--- src/vdpg_pkg.sv ---
package vdpg_pkg;

    // Input item: one display byte with its cell row and fetched font row.
    typedef struct packed {
        logic [7:0] display_byte;
        logic [3:0] cell_row;
        logic [7:0] font_bits;
    } t_in_item;

    // Result item: one group of eight palette indices, leftmost first.
    typedef struct packed {
        logic [3:0] pixel_0;
        logic [3:0] pixel_1;
        logic [3:0] pixel_2;
        logic [3:0] pixel_3;
        logic [3:0] pixel_4;
        logic [3:0] pixel_5;
        logic [3:0] pixel_6;
        logic [3:0] pixel_7;
        logic       last_group;
    } t_out_item;

    // Horizontal repeat of the source pixels held in a queue entry.
    typedef enum logic [1:0] {
        REP_1,
        REP_2,
        REP_4
    } t_rep;

    // Classified work for the back end: up to eight source pixels.
    typedef struct packed {
        logic [7:0][3:0] src;
        t_rep            rep;
        logic            two_groups;
    } t_entry;

    // Queue status seen by the front and back ends.
    typedef struct packed {
        logic full;
        logic empty;
    } t_queue_stat;

    localparam int QUEUE_DEPTH = 4;
    localparam int QUEUE_AW    = 2;

    // Configuration register indexes.
    localparam logic [2:0] CFG_GRAPHICS_ENABLE     = 3'd0;
    localparam logic [2:0] CFG_GRAPHICS_MODE       = 3'd1;
    localparam logic [2:0] CFG_SEMIGRAPHICS_ENABLE = 3'd2;
    localparam logic [2:0] CFG_EXTERNAL_SELECT     = 3'd3;
    localparam logic [2:0] CFG_COLOR_SET           = 3'd4;
    localparam logic [2:0] CFG_INVERT_TEXT         = 3'd5;

    // Graphics modes with special widths.
    localparam logic [2:0] GMODE_CG_WIDE = 3'd0;
    localparam logic [2:0] GMODE_RG_FULL = 3'd7;

    // Palette indices.
    localparam logic [3:0] PAL_GREEN      = 4'd0;
    localparam logic [3:0] PAL_BUFF       = 4'd4;
    localparam logic [3:0] PAL_BLACK      = 4'd8;
    localparam logic [3:0] PAL_DARK_GREEN = 4'd9;
    localparam logic [3:0] PAL_DARK_RED   = 4'd10;
    localparam logic [3:0] PAL_TEXT_ORANGE = 4'd11;

    // Text color for a {color_set, invert} selector.
    function automatic logic [3:0] text_color(input logic [1:0] sel);
        logic [3:0] c;
        case (sel)
            2'd0:    c = PAL_GREEN;
            2'd1:    c = PAL_DARK_GREEN;
            2'd2:    c = PAL_TEXT_ORANGE;
            default: c = PAL_DARK_RED;
        endcase
        return c;
    endfunction

    // Half-cell block pattern: left half, right half.
    function automatic logic [7:0] block_bits(input logic left_on, input logic right_on);
        return {{4{left_on}}, {4{right_on}}};
    endfunction

endpackage

--- src/vdpg_front.sv ---
module vdpg_front
    import vdpg_pkg::*;
(
    input  logic        i_clk,
    input  logic        i_rst_n,
    input  logic        i_start,
    input  t_in_item    i_item,
    input  logic        i_cfg_valid,
    input  logic [2:0]  i_cfg_index,
    input  logic [2:0]  i_cfg_data,
    input  t_queue_stat i_stat,
    output logic        o_push,
    output t_entry      o_entry
);

    logic       r_graphics_enable;
    logic [2:0] r_graphics_mode;
    logic       r_semigraphics_enable;
    logic       r_external_select;
    logic       r_color_set;
    logic       r_invert_text;

    // Configuration registers; writes beyond the list are dropped.
    always_ff @(posedge i_clk) begin
        if (!i_rst_n) begin
            r_graphics_enable     <= 1'b0;
            r_graphics_mode       <= 3'd0;
            r_semigraphics_enable <= 1'b0;
            r_external_select     <= 1'b0;
            r_color_set           <= 1'b0;
            r_invert_text         <= 1'b0;
        end else if (i_cfg_valid) begin
            case (i_cfg_index)
                CFG_GRAPHICS_ENABLE:     r_graphics_enable     <= i_cfg_data[0];
                CFG_GRAPHICS_MODE:       r_graphics_mode       <= i_cfg_data;
                CFG_SEMIGRAPHICS_ENABLE: r_semigraphics_enable <= i_cfg_data[0];
                CFG_EXTERNAL_SELECT:     r_external_select     <= i_cfg_data[0];
                CFG_COLOR_SET:           r_color_set           <= i_cfg_data[0];
                CFG_INVERT_TEXT:         r_invert_text         <= i_cfg_data[0];
                default: ;
            endcase
        end
    end

    assign o_push = i_start && !i_stat.full;

    // Classify the item into source pixels and a repeat factor.
    always_comb begin
        logic [7:0] data;
        logic [3:0] row;
        logic [7:0] pat;
        logic [3:0] fore;
        logic [3:0] back;
        logic [1:0] col;
        data = i_item.display_byte;
        row  = i_item.cell_row;
        pat  = 8'h00;
        fore = PAL_BLACK;
        back = PAL_BLACK;
        col  = {r_color_set, r_invert_text};
        o_entry = '0;
        o_entry.rep = REP_1;
        o_entry.two_groups = 1'b0;

        if (r_graphics_enable) begin
            if (!r_graphics_mode[0]) begin
                // Color graphics: 2-bit pixels, msb pair leftmost.
                for (int i = 0; i < 4; i++) begin
                    o_entry.src[7 - i] = {1'b0, r_color_set, data[7 - 2 * i -: 2]};
                    o_entry.src[3 - i] = {1'b0, r_color_set, data[7 - 2 * i -: 2]};
                end
                o_entry.rep = (r_graphics_mode == GMODE_CG_WIDE) ? REP_4 : REP_2;
                o_entry.two_groups = (r_graphics_mode == GMODE_CG_WIDE);
            end else begin
                // Resolution graphics: one bit per pixel.
                for (int i = 0; i < 8; i++) begin
                    if (data[7 - i]) begin
                        o_entry.src[7 - i] = r_color_set ? PAL_BUFF : PAL_GREEN;
                    end else begin
                        o_entry.src[7 - i] = r_color_set ? PAL_BLACK : PAL_DARK_GREEN;
                    end
                end
                o_entry.rep = (r_graphics_mode == GMODE_RG_FULL) ? REP_1 : REP_2;
                o_entry.two_groups = (r_graphics_mode != GMODE_RG_FULL);
            end
        end else begin
            if (!r_semigraphics_enable) begin
                // Text: internal font shows only rows 2 to 9.
                fore = text_color(col);
                back = text_color(col ^ 2'd1);
                if (r_external_select) begin
                    pat = (row <= 4'd11) ? i_item.font_bits : 8'h00;
                end else begin
                    pat = (row >= 4'd2 && row <= 4'd9) ? i_item.font_bits : 8'h00;
                end
            end else if (r_external_select) begin
                // Semigraphics-6: three bands of four rows.
                fore = {1'b0, r_color_set, data[7:6]};
                if (row < 4'd4) begin
                    pat = block_bits(data[5], data[4]);
                end else if (row < 4'd8) begin
                    pat = block_bits(data[3], data[2]);
                end else if (row < 4'd12) begin
                    pat = block_bits(data[1], data[0]);
                end
            end else begin
                // Semigraphics-4: two bands of six rows.
                fore = {1'b0, data[6:4]};
                if (row < 4'd6) begin
                    pat = block_bits(data[3], data[2]);
                end else if (row < 4'd12) begin
                    pat = block_bits(data[1], data[0]);
                end
            end
            for (int i = 0; i < 8; i++) begin
                o_entry.src[7 - i] = pat[7 - i] ? fore : back;
            end
        end
    end

endmodule

--- src/vdpg_queue.sv ---
module vdpg_queue
    import vdpg_pkg::*;
(
    input  logic        i_clk,
    input  logic        i_rst_n,
    input  logic        i_push,
    input  t_entry      i_entry,
    input  logic        i_pop,
    output t_entry      o_head,
    output t_queue_stat o_stat
);

    localparam logic [QUEUE_AW:0] FULL_COUNT = (QUEUE_AW + 1)'(QUEUE_DEPTH);

    t_entry                r_mem [QUEUE_DEPTH];
    logic [QUEUE_AW-1:0]   r_wr_ptr;
    logic [QUEUE_AW-1:0]   r_rd_ptr;
    logic [QUEUE_AW:0]     r_count;

    // Entry storage.
    always_ff @(posedge i_clk) begin
        if (i_push) begin
            r_mem[r_wr_ptr] <= i_entry;
        end
    end

    // Pointers and fill count.
    always_ff @(posedge i_clk) begin
        if (!i_rst_n) begin
            r_wr_ptr <= '0;
            r_rd_ptr <= '0;
            r_count  <= '0;
        end else begin
            if (i_push) begin
                r_wr_ptr <= r_wr_ptr + 1'b1;
            end
            if (i_pop) begin
                r_rd_ptr <= r_rd_ptr + 1'b1;
            end
            case ({i_push, i_pop})
                2'b10:   r_count <= r_count + 1'b1;
                2'b01:   r_count <= r_count - 1'b1;
                default: ;
            endcase
        end
    end

    assign o_head       = r_mem[r_rd_ptr];
    assign o_stat.full  = (r_count == FULL_COUNT);
    assign o_stat.empty = (r_count == '0);

`ifndef NO_ASSERTIONS
    a_count_bound: assert property (@(posedge i_clk) disable iff (!i_rst_n)
        r_count <= FULL_COUNT)
        else $error("queue count beyond depth");
    a_no_overflow: assert property (@(posedge i_clk) disable iff (!i_rst_n)
        i_push |-> !o_stat.full)
        else $error("push into full queue");
    a_no_underflow: assert property (@(posedge i_clk) disable iff (!i_rst_n)
        i_pop |-> !o_stat.empty)
        else $error("pop from empty queue");
`endif

endmodule

--- src/vdpg_back.sv ---
module vdpg_back
    import vdpg_pkg::*;
(
    input  logic        i_clk,
    input  logic        i_rst_n,
    input  t_entry      i_head,
    input  t_queue_stat i_stat,
    output logic        o_pop,
    output logic        o_strobe,
    output t_out_item   o_result
);

    logic       r_half;
    logic       n_half;
    logic       r_strobe;
    t_out_item  r_result;
    t_out_item  n_result;
    logic [7:0][3:0] pix;

    // Pop the head once its last group goes out.
    always_comb begin
        o_pop  = !i_stat.empty && (r_half || !i_head.two_groups);
        n_half = !i_stat.empty && i_head.two_groups && !r_half;
    end

    // Expand the source pixels of the current group.
    always_comb begin
        logic [2:0] idx;
        logic [2:0] j;
        pix = '0;
        for (int k = 0; k < 8; k++) begin
            j = 3'(k);
            case (i_head.rep)
                REP_1:   idx = j;
                REP_2:   idx = {r_half, j[2:1]};
                REP_4:   idx = {1'b0, r_half, j[2]};
                default: idx = j;
            endcase
            pix[7 - k] = i_head.src[3'd7 - idx];
        end
        n_result.pixel_0    = pix[7];
        n_result.pixel_1    = pix[6];
        n_result.pixel_2    = pix[5];
        n_result.pixel_3    = pix[4];
        n_result.pixel_4    = pix[3];
        n_result.pixel_5    = pix[2];
        n_result.pixel_6    = pix[1];
        n_result.pixel_7    = pix[0];
        n_result.last_group = r_half || !i_head.two_groups;
    end

    // Control state of the emitter.
    always_ff @(posedge i_clk) begin
        if (!i_rst_n) begin
            r_half   <= 1'b0;
            r_strobe <= 1'b0;
        end else begin
            r_half   <= n_half;
            r_strobe <= !i_stat.empty;
        end
    end

    // Result register.
    always_ff @(posedge i_clk) begin
        r_result <= n_result;
    end

    assign o_strobe = r_strobe;
    assign o_result = r_result;

`ifndef NO_ASSERTIONS
    a_half_holds_head: assert property (@(posedge i_clk) disable iff (!i_rst_n)
        r_half |-> !i_stat.empty)
        else $error("second group without a queued entry");
    a_second_group_follows: assert property (@(posedge i_clk) disable iff (!i_rst_n)
        (o_strobe && !o_result.last_group) |=> (o_strobe && o_result.last_group))
        else $error("first group not followed by the last group");
`endif

endmodule

--- src/video_display_pixel_generator.sv ---
// Pixel generator for a character/graphics display controller.
// Input channel: present an item on i_item with start high; it is
// transferred at a rising edge where start is high and busy is low.
// Each item is classified at once from the configuration registers and
// placed in a four-entry queue; busy is high only while that queue is full.
// Output channel: each eight-pixel group appears on o_result for exactly one
// cycle with o_strobe high; last_group marks the final group of an item.
// The first group of an item passes through its queue entry and then the
// result register before it reaches the outputs, behind any items that
// were already queued.
// Throughput: the back end gives one group per cycle while the queue holds
// entries; an item has two groups in wide CG and non-full RG modes, else one.
// Configuration: write register i_cfg_index with i_cfg_data when i_cfg_valid
// is high; o_cfg_ready is always high. Indexes beyond the list are ignored.
// Write only while no item is in flight.
// Reset (synchronous, active low) empties the queue and clears all
// configuration registers. The receiver cannot stall; groups are never held.
module video_display_pixel_generator
    import vdpg_pkg::*;
(
    input  logic       i_clk,
    input  logic       i_rst_n,
    input  logic       start,
    output logic       busy,
    input  t_in_item   i_item,
    output logic       o_strobe,
    output t_out_item  o_result,
    input  logic       i_cfg_valid,
    output logic       o_cfg_ready,
    input  logic [2:0] i_cfg_index,
    input  logic [2:0] i_cfg_data
);

    t_queue_stat stat;
    t_entry      push_entry;
    t_entry      head;
    logic        push;
    logic        pop;

    assign busy        = stat.full;
    assign o_cfg_ready = 1'b1;

    // Front end: registers and classification.
    vdpg_front u_front (
        .i_clk       (i_clk),
        .i_rst_n     (i_rst_n),
        .i_start     (start),
        .i_item      (i_item),
        .i_cfg_valid (i_cfg_valid),
        .i_cfg_index (i_cfg_index),
        .i_cfg_data  (i_cfg_data),
        .i_stat      (stat),
        .o_push      (push),
        .o_entry     (push_entry)
    );

    // Queue between front and back.
    vdpg_queue u_queue (
        .i_clk   (i_clk),
        .i_rst_n (i_rst_n),
        .i_push  (push),
        .i_entry (push_entry),
        .i_pop   (pop),
        .o_head  (head),
        .o_stat  (stat)
    );

    // Back end: group expansion and output register.
    vdpg_back u_back (
        .i_clk    (i_clk),
        .i_rst_n  (i_rst_n),
        .i_head   (head),
        .i_stat   (stat),
        .o_pop    (pop),
        .o_strobe (o_strobe),
        .o_result (o_result)
    );

endmodule
--- config.mk ---
export PLATFORM = sky130hd
export DESIGN_NAME = video_display_pixel_generator
export DESIGN_NICKNAME = d
export VERILOG_FILES = /design/src/vdpg_pkg.sv /design/src/vdpg_front.sv /design/src/vdpg_queue.sv /design/src/vdpg_back.sv /design/src/video_display_pixel_generator.sv
export SDC_FILE = /design/constraint.sdc
export NUM_CORES = 1
export LEC_CHECK = 0
export BUFFER_PORTS_ARGS = -buffer_cell sky130_fd_sc_hd__buf_4
export CAP_MARGIN = 0
export CORE_MARGIN = 2
export CORE_UTILIZATION = 44
export CTS_CLUSTER_DIAMETER = 150
export DETAILED_ROUTE_END_ITERATION = 10
export SYNTH_ARGS = -nofsm -noshare
export SYNTH_HDL_FRONTEND = slang
export SYNTH_SLANG_ARGS = --single-unit
--- constraint.sdc ---
create_clock -name i_clk -period 7 [get_ports i_clk]
set_input_delay 1.4 -clock i_clk [delete_from_list [all_inputs] [get_ports i_clk]]
set_output_delay 1.4 -clock i_clk [all_outputs]
set_load 0.05 [all_outputs]
Word-level counts from Yosys, hierarchy flattened
Memories as Yosys holds them, arrays and structs flattened. A register that Yosys moved wholly into a read port is not among the register bits.
Index checks and enable logic that the tools add are counted.
Widths: inputs -> output; s select.
{ "word_totals": {"n_memories": 1, "regBits": 50, "wordCells": 154, "output_inout_bits": 36, "ram_bits": 140} }
{ "memory_table": {"columns": ["memory", "depth", "width", "rd", "rd_ports_with_merged_regs", "wr", "line_no", "source"], "rows": [
  ["u_queue.r_mem", 4, 35, 1, 1, 1, "vdpg_queue.sv:15", "t_entry r_mem [QUEUE_DEPTH];"]
]} }
{ "classes": {"eq_ne": 16, "bitwise": 1, "add_sub_neg": 12, "n_reduce_logical": 22, "n_mux": 67, "magnitude_cmp": 15} }
{ "ops": {"columns": ["operator", "count"], "rows": [
  ["$mux 4", 26],
  ["$bmux 4 s3", 8],
  ["$mux 8", 10],
  ["$pmux 3 s2", 9],
  ["$mux 35", 1],
  ["$lt 3x4->1 const B", 8],
  ["$mux 32", 1],
  ["$pmux 4 s3", 2],
  ["$sub 3x3->3 const A", 8],
  ["$eq 3x3->1 const B", 4],
  ["$reduce_and 2->1", 6],
  ["$logic_not 3->1", 3],
  ["$mux 3", 3],
  ["$eq 2x1->1 const B", 4],
  ["$eq 2x2->1 const B", 4],
  ["$le 4x4->1 const B", 2],
  ["$lt 4x3->1 const B", 2],
  ["$lt 4x4->1 const B", 2],
  ["$eq 3x2->1 const B", 2],
  ["$mux 2", 3],
  ["$logic_and 1x1->1", 5],
  ["$add 2x1->2 const B", 2],
  ["$ge 4x2->1 const B", 1],
  ["$logic_not 1->1", 4],
  ["9 further kinds", 13]
]} }

Logic depth before layout (Yosys ltp)
{ "depth": {"ltp_word": 9, "depth_mapped": 12, "ltp_nobuf": 10} }

Cells and area by module
Synthesis repeated with hierarchy kept, for this count alone.
{ "hier_totals": {"hier_cells": 725, "area_unflattened_um2": 9524.1} }
{ "by_module_without_submodules": {"columns": ["module", "seq_area_each_um2", "n_inst", "cells_each", "area_per_inst_um2"], "rows": [
  ["vdpg_queue", 4384.2, 1, 229, 5552.8],
  ["vdpg_back", 700.7, 1, 278, 2449.8],
  ["vdpg_front", 160.2, 1, 216, 1510.2],
  ["video_display_pixel_generator", 0.0, 1, 2, 11.3]
]} }

Worst setup path before layout
No wires, ideal clock.
{ "synth_timing": {"path_kind": "in2reg", "startpoint": "input port start", "endpoint": "register u_queue.r_count[2]", "arrival_ns": 2.970, "path_slack_ns": 3.955, "stages": 9, "n_path_buf": 1, "cell_sequence": "nor2b_1 > clkbuf_1 > inv_1 > ha_1 > inv_1 > fa_1 > xor2_1 > or3_1 > a21boi_0"} }
{ "synth_between": {"elab_chain_len": 3} }
{ "synth_lines": {"columns": ["item", "line_no", "source"], "rows": [
  ["start: declaration", "video_display_pixel_generator.sv:23", "input logic start,"],
  ["$logic_and 1x1->1 (*)", "vdpg_front.sv:45", "assign o_push = i_start && !i_stat.full;"],
  ["$eq 2x1->1 / $eq 2x2->1 (equally long branches)", "vdpg_queue.sv:40", "case ({i_push, i_pop})"],
  ["$pmux 3 s2 / $reduce_bool 2->1 (equally long branches)", null, null],
  ["end signal: assignment", "vdpg_queue.sv:41", "2'b10: r_count <= r_count + 1'b1;"],
  ["end signal: assignment", "vdpg_queue.sv:42", "2'b01: r_count <= r_count - 1'b1;"],
  ["end: declaration", "vdpg_queue.sv:18", "logic [QUEUE_AW:0] r_count;"]
]} }
Mark *: on every way between the ends. The rest lies on a longest branch, timed or not.
A chain may end at the register's enable or synchronous reset.

==> results by group <==
Drt
  – Via count: between 5000 and 6000
  – Pre-antenna DRT Iters: 5
  – Antenna viol nets, final: 0
  – Avg Vias per Cell: between 5 and 6
  – Drt total wl: 20.3 mm
  – DR WL/cell: approximately 21 µm
  – 1st-iter DRT viols: approximately 550
  – Residual DRC: 0

Placement
  – Port Buffers: 63
  – Post-detail-place hpwl: ~14 mm
  – GPL Wtd Cong: between 0.9 and 1

Power
  – Leak pwr: roughly 0.0036 µW
  – Internal power: 2710 µW
  – NetSw: between 1500 and 2000 µW
  – Combinational power share: 0.457
  – Sw Share: 0.402
  – Peak supply drop: 0.000230 V
  – Clock share of power: 0.202
  – Pwr dens: 451 mW/mm²
  – Share of power burned in registers: 0.340

Clocking
  – CTS Buf Count: 17
  – CTS-repair resized insts: 0
  – Setup Buffers After CTS: 0
  – Clock tree buffer depth: 2
  – Clock Pin Slew Worst Setup and Hold Paths: 0.07 ns
  – Post-CTS Hold Buffers: 0
  – Clock Latency Late Sink: roughly 0.44 ns
  – Clock sink total: 192
  – Clock Tree Root: clkbuf_16
  – CTS tree: yes
  – CTS HTree Levels: 4

Final layout
  – Synthesis-to-layout area growth: 14.3%
  – Storage element area: 0.00525 mm²
  – Most common cell after layout, fill and taps aside: edfxtp_1
  – Diodes inserted: 0
  – Fin nets: approximately 730
  – Most frequent cells in the layout: edfxtp_1, buf_4, dfxtp_1
  – Multi-input logic area: between 0.003 and 0.004 mm²
  – Fill cell count: 1752
  – Share of layout cells above drive strength 1: 0.226
  – Final core occ: 0.515

Die
  – Io pins: 66
  – Starting Density: 0.450
  – Die area: 0.0211 mm²
  – Die Ht: 145 µm
  – Site row count: 51
  – Placeable Area: 0.0195 mm²
  – Die width: 145 µm

Worst setup path
  – Bufs and invs on worst path: 2
  – WP data required: 7.30 ns
  – CP top delay family: compound AO/OA/AOI/OAI gates
  – Critical Path Source Type: flop
  – Critical Path AT: 4.34 ns
  – Number of cells on the worst reg-to-reg path: 9
  – CP max FO: 35
  – Critical path's slowest cell: mux4_2
  – R2R setup slack: 2.97 ns
  – Critical R2R Capture: u_back.o_result[12]
  – CP Class: flop to flop
  – CP max stage delay: 0.65 ns
  – CP cell instances: buf_4 -> mux4_2 -> inv_1 -> ha_1 -> nor2b_1 -> a21oi_1 -> nor2_2 -> a221oi_1 -> mux2i_1
  – Critical Path End Type: flop

STA
  – Max Transition Viols Final: 0
  – Sum Neg Setup Slack: 0 ns
  – Period utilization: 0.576
  – RSZ-0062 raised after global routing: false
  – Rel. slew slack: 0.383
  – F_max: 248 MHz
  – Tmin final: 4.03 ns
  – Final Setup Violations: 0
  – Skew final: 0.00865 ns
  – Final hold violations: 0
  – Worst-margin pin slew: 0.916 ns

GRT
  – Largest net degree at the start of global routing: 36
  – Overall routing resource usage: 0.195
  – Vias in the first global route: ~5600
  – Initial antenna violation count: 0
  – Gr ovfl total: 0
  – First-pass GRT wire length: 31.6 mm

Yosys
  – Cell count after synthesis: 623
  – Synth top area share: 0.478
  – Post-synthesis async set-or-reset flop share: 0
  – Syn_area_per_cell: 14.1 µm²
  – Main combinational cell family by area after synthesis: multiplexers
  – Ranking of synthesized cells by area: edfxtp_1, dfxtp_1, mux4_2
  – Multiplexer share of the synthesized area: 0.163
  – YS warnings: 0
  – #FFs+latches synth: 192
  – Post-Synth Adder-Cell Area: 0.0191
  – Largest area contributor in the netlist: edfxtp_1
  – Syn Nets: 665
  – Synth Area in Simple Gates: 0.0936
  – Syn Std Cell Area: roughly 0.009 mm²
  – Predominant post-synthesis flop cell: edfxtp_1
  – Post-synth EDFFs: 140
  – Register area share after synthesis: 0.596
  – Yosys cell types: 59
  – Post-Synth XOR/XNOR Area: 0.00597
  – Compound-cell area share of the yosys netlist: 0.0964

Job
  – # Max-Cap Violations: 0

Hold path
  – WHS Path Cells: 2
  – Min-delay worst type: flop to flop
  – Hold_sp: u_queue.r_count[2]
  – Hold endpoint: u_queue.r_count[2]

Outcome
  – Outcome: completed
## per-layer routing
| metal | track usage | vias to the layer above | wire [µm] |
|---|---|---|---|
| li1 | - | 2547 | - |
| met1 | 0.264 | 2790 | 8960 |
| met2 | 0.310 | 254 | 9580 |
| met3 | 0.0439 | 36 | 1280 |
| met4 | 0.0745 | 0 | 516 |
| met5 | 0 | - | 0 |
## registers in the layout (all words and copies together), names as in the netlist, named ones only
register	flops
u_back.o_result	33
u_back.o_strobe	1
u_back.r_half	1
u_front.r_color_set	1
u_front.r_external_select	1
u_front.r_graphics_enable	1
u_front.r_graphics_mode	3
u_front.r_invert_text	1
u_front.r_semigraphics_enable	1
u_queue.r_count	3
u_queue.r_mem	140
u_queue.r_rd_ptr	2
u_queue.r_wr_ptr	2
## synthesized netlist by cell type (10+ instances only)
cell type / number
buf_2: 10
nand3_1: 11
ha_1: 11
edfxtp_1: 140
o21ai_0: 26
nand2_1: 35
nor2_1: 32
a211o_1: 11
a21oi_1: 16
dfxtp_1: 52
nor2b_1: 24
mux4_2: 36
mux2i_1: 50
inv_1: 13
and2_1: 22
clkbuf_1: 12
## stage by stage
step	hold WS [ns]	total power [µW]	setup WS, ns	instance area [µm²]	cells
floorplan	0.473	3100	3.95	8800	623
global placement	0.497	3600	3.01	9490	929
detailed placement	0.532	3640	2.98	9490	929
CTS	0.544	4550	2.97	10100	961
global route	0.563	4760	2.67	10100	961
finish	0.545	4540	2.97	10100	961
## cell type report
type | instances | share of cell area
clock buffers | 18 | 0.0437
clock inverters | 14 | 0.0123
inverters | 15 | 0.00560
multi-input cells | 387 | 0.331
flip-flops and latches | 192 | 0.522
well taps | 265 | 0.0330
repair buffers | 70 | 0.0523
## power by group through the flow
| stage | Clock [µW] | Sequential (µW) | Combinational [µW] |
|---|---|---|---|
| after global placement | 0 | 1560 | 2050 |
| final | 918 | 1540 | 2070 |
| after global routing | 987 | 1560 | 2210 |
| after detailed placement | 0 | 1570 | 2070 |
| after CTS | 935 | 1550 | 2070 |
| after floorplan | 0 | 1910 | 1190 |
## tightest hold or removal path, stage by stage, from the launching register on
cell	delay [ns]
dfxtp_1	0.33
o21ai_0	0.09
a21boi_0	0.08
## worst max-delay path by stage
stage               startpoint             endpoint  cells after the start
floorplan                start   u_queue.r_count[2]                      9
global placement          flop  u_back.o_result[12]                      9
detailed placement        flop   u_back.o_result[9]                      9
CTS                       flop   u_back.o_result[9]                      9
global route              flop  u_back.o_result[13]                      9
finish                    flop  u_back.o_result[12]                      9
## logic make-up (layout without fill, tap and decap cells)
logic type      count (synthesis)  after routing
buf+inv                        44            117
other cells                     1              1
flops                         192            192
simple gates                  158            158
mux                            93             93
compound gates                116            116
xor+xnor                        6              6
fa+ha+maj                      13             13
(Power assumes the default switching activity.)
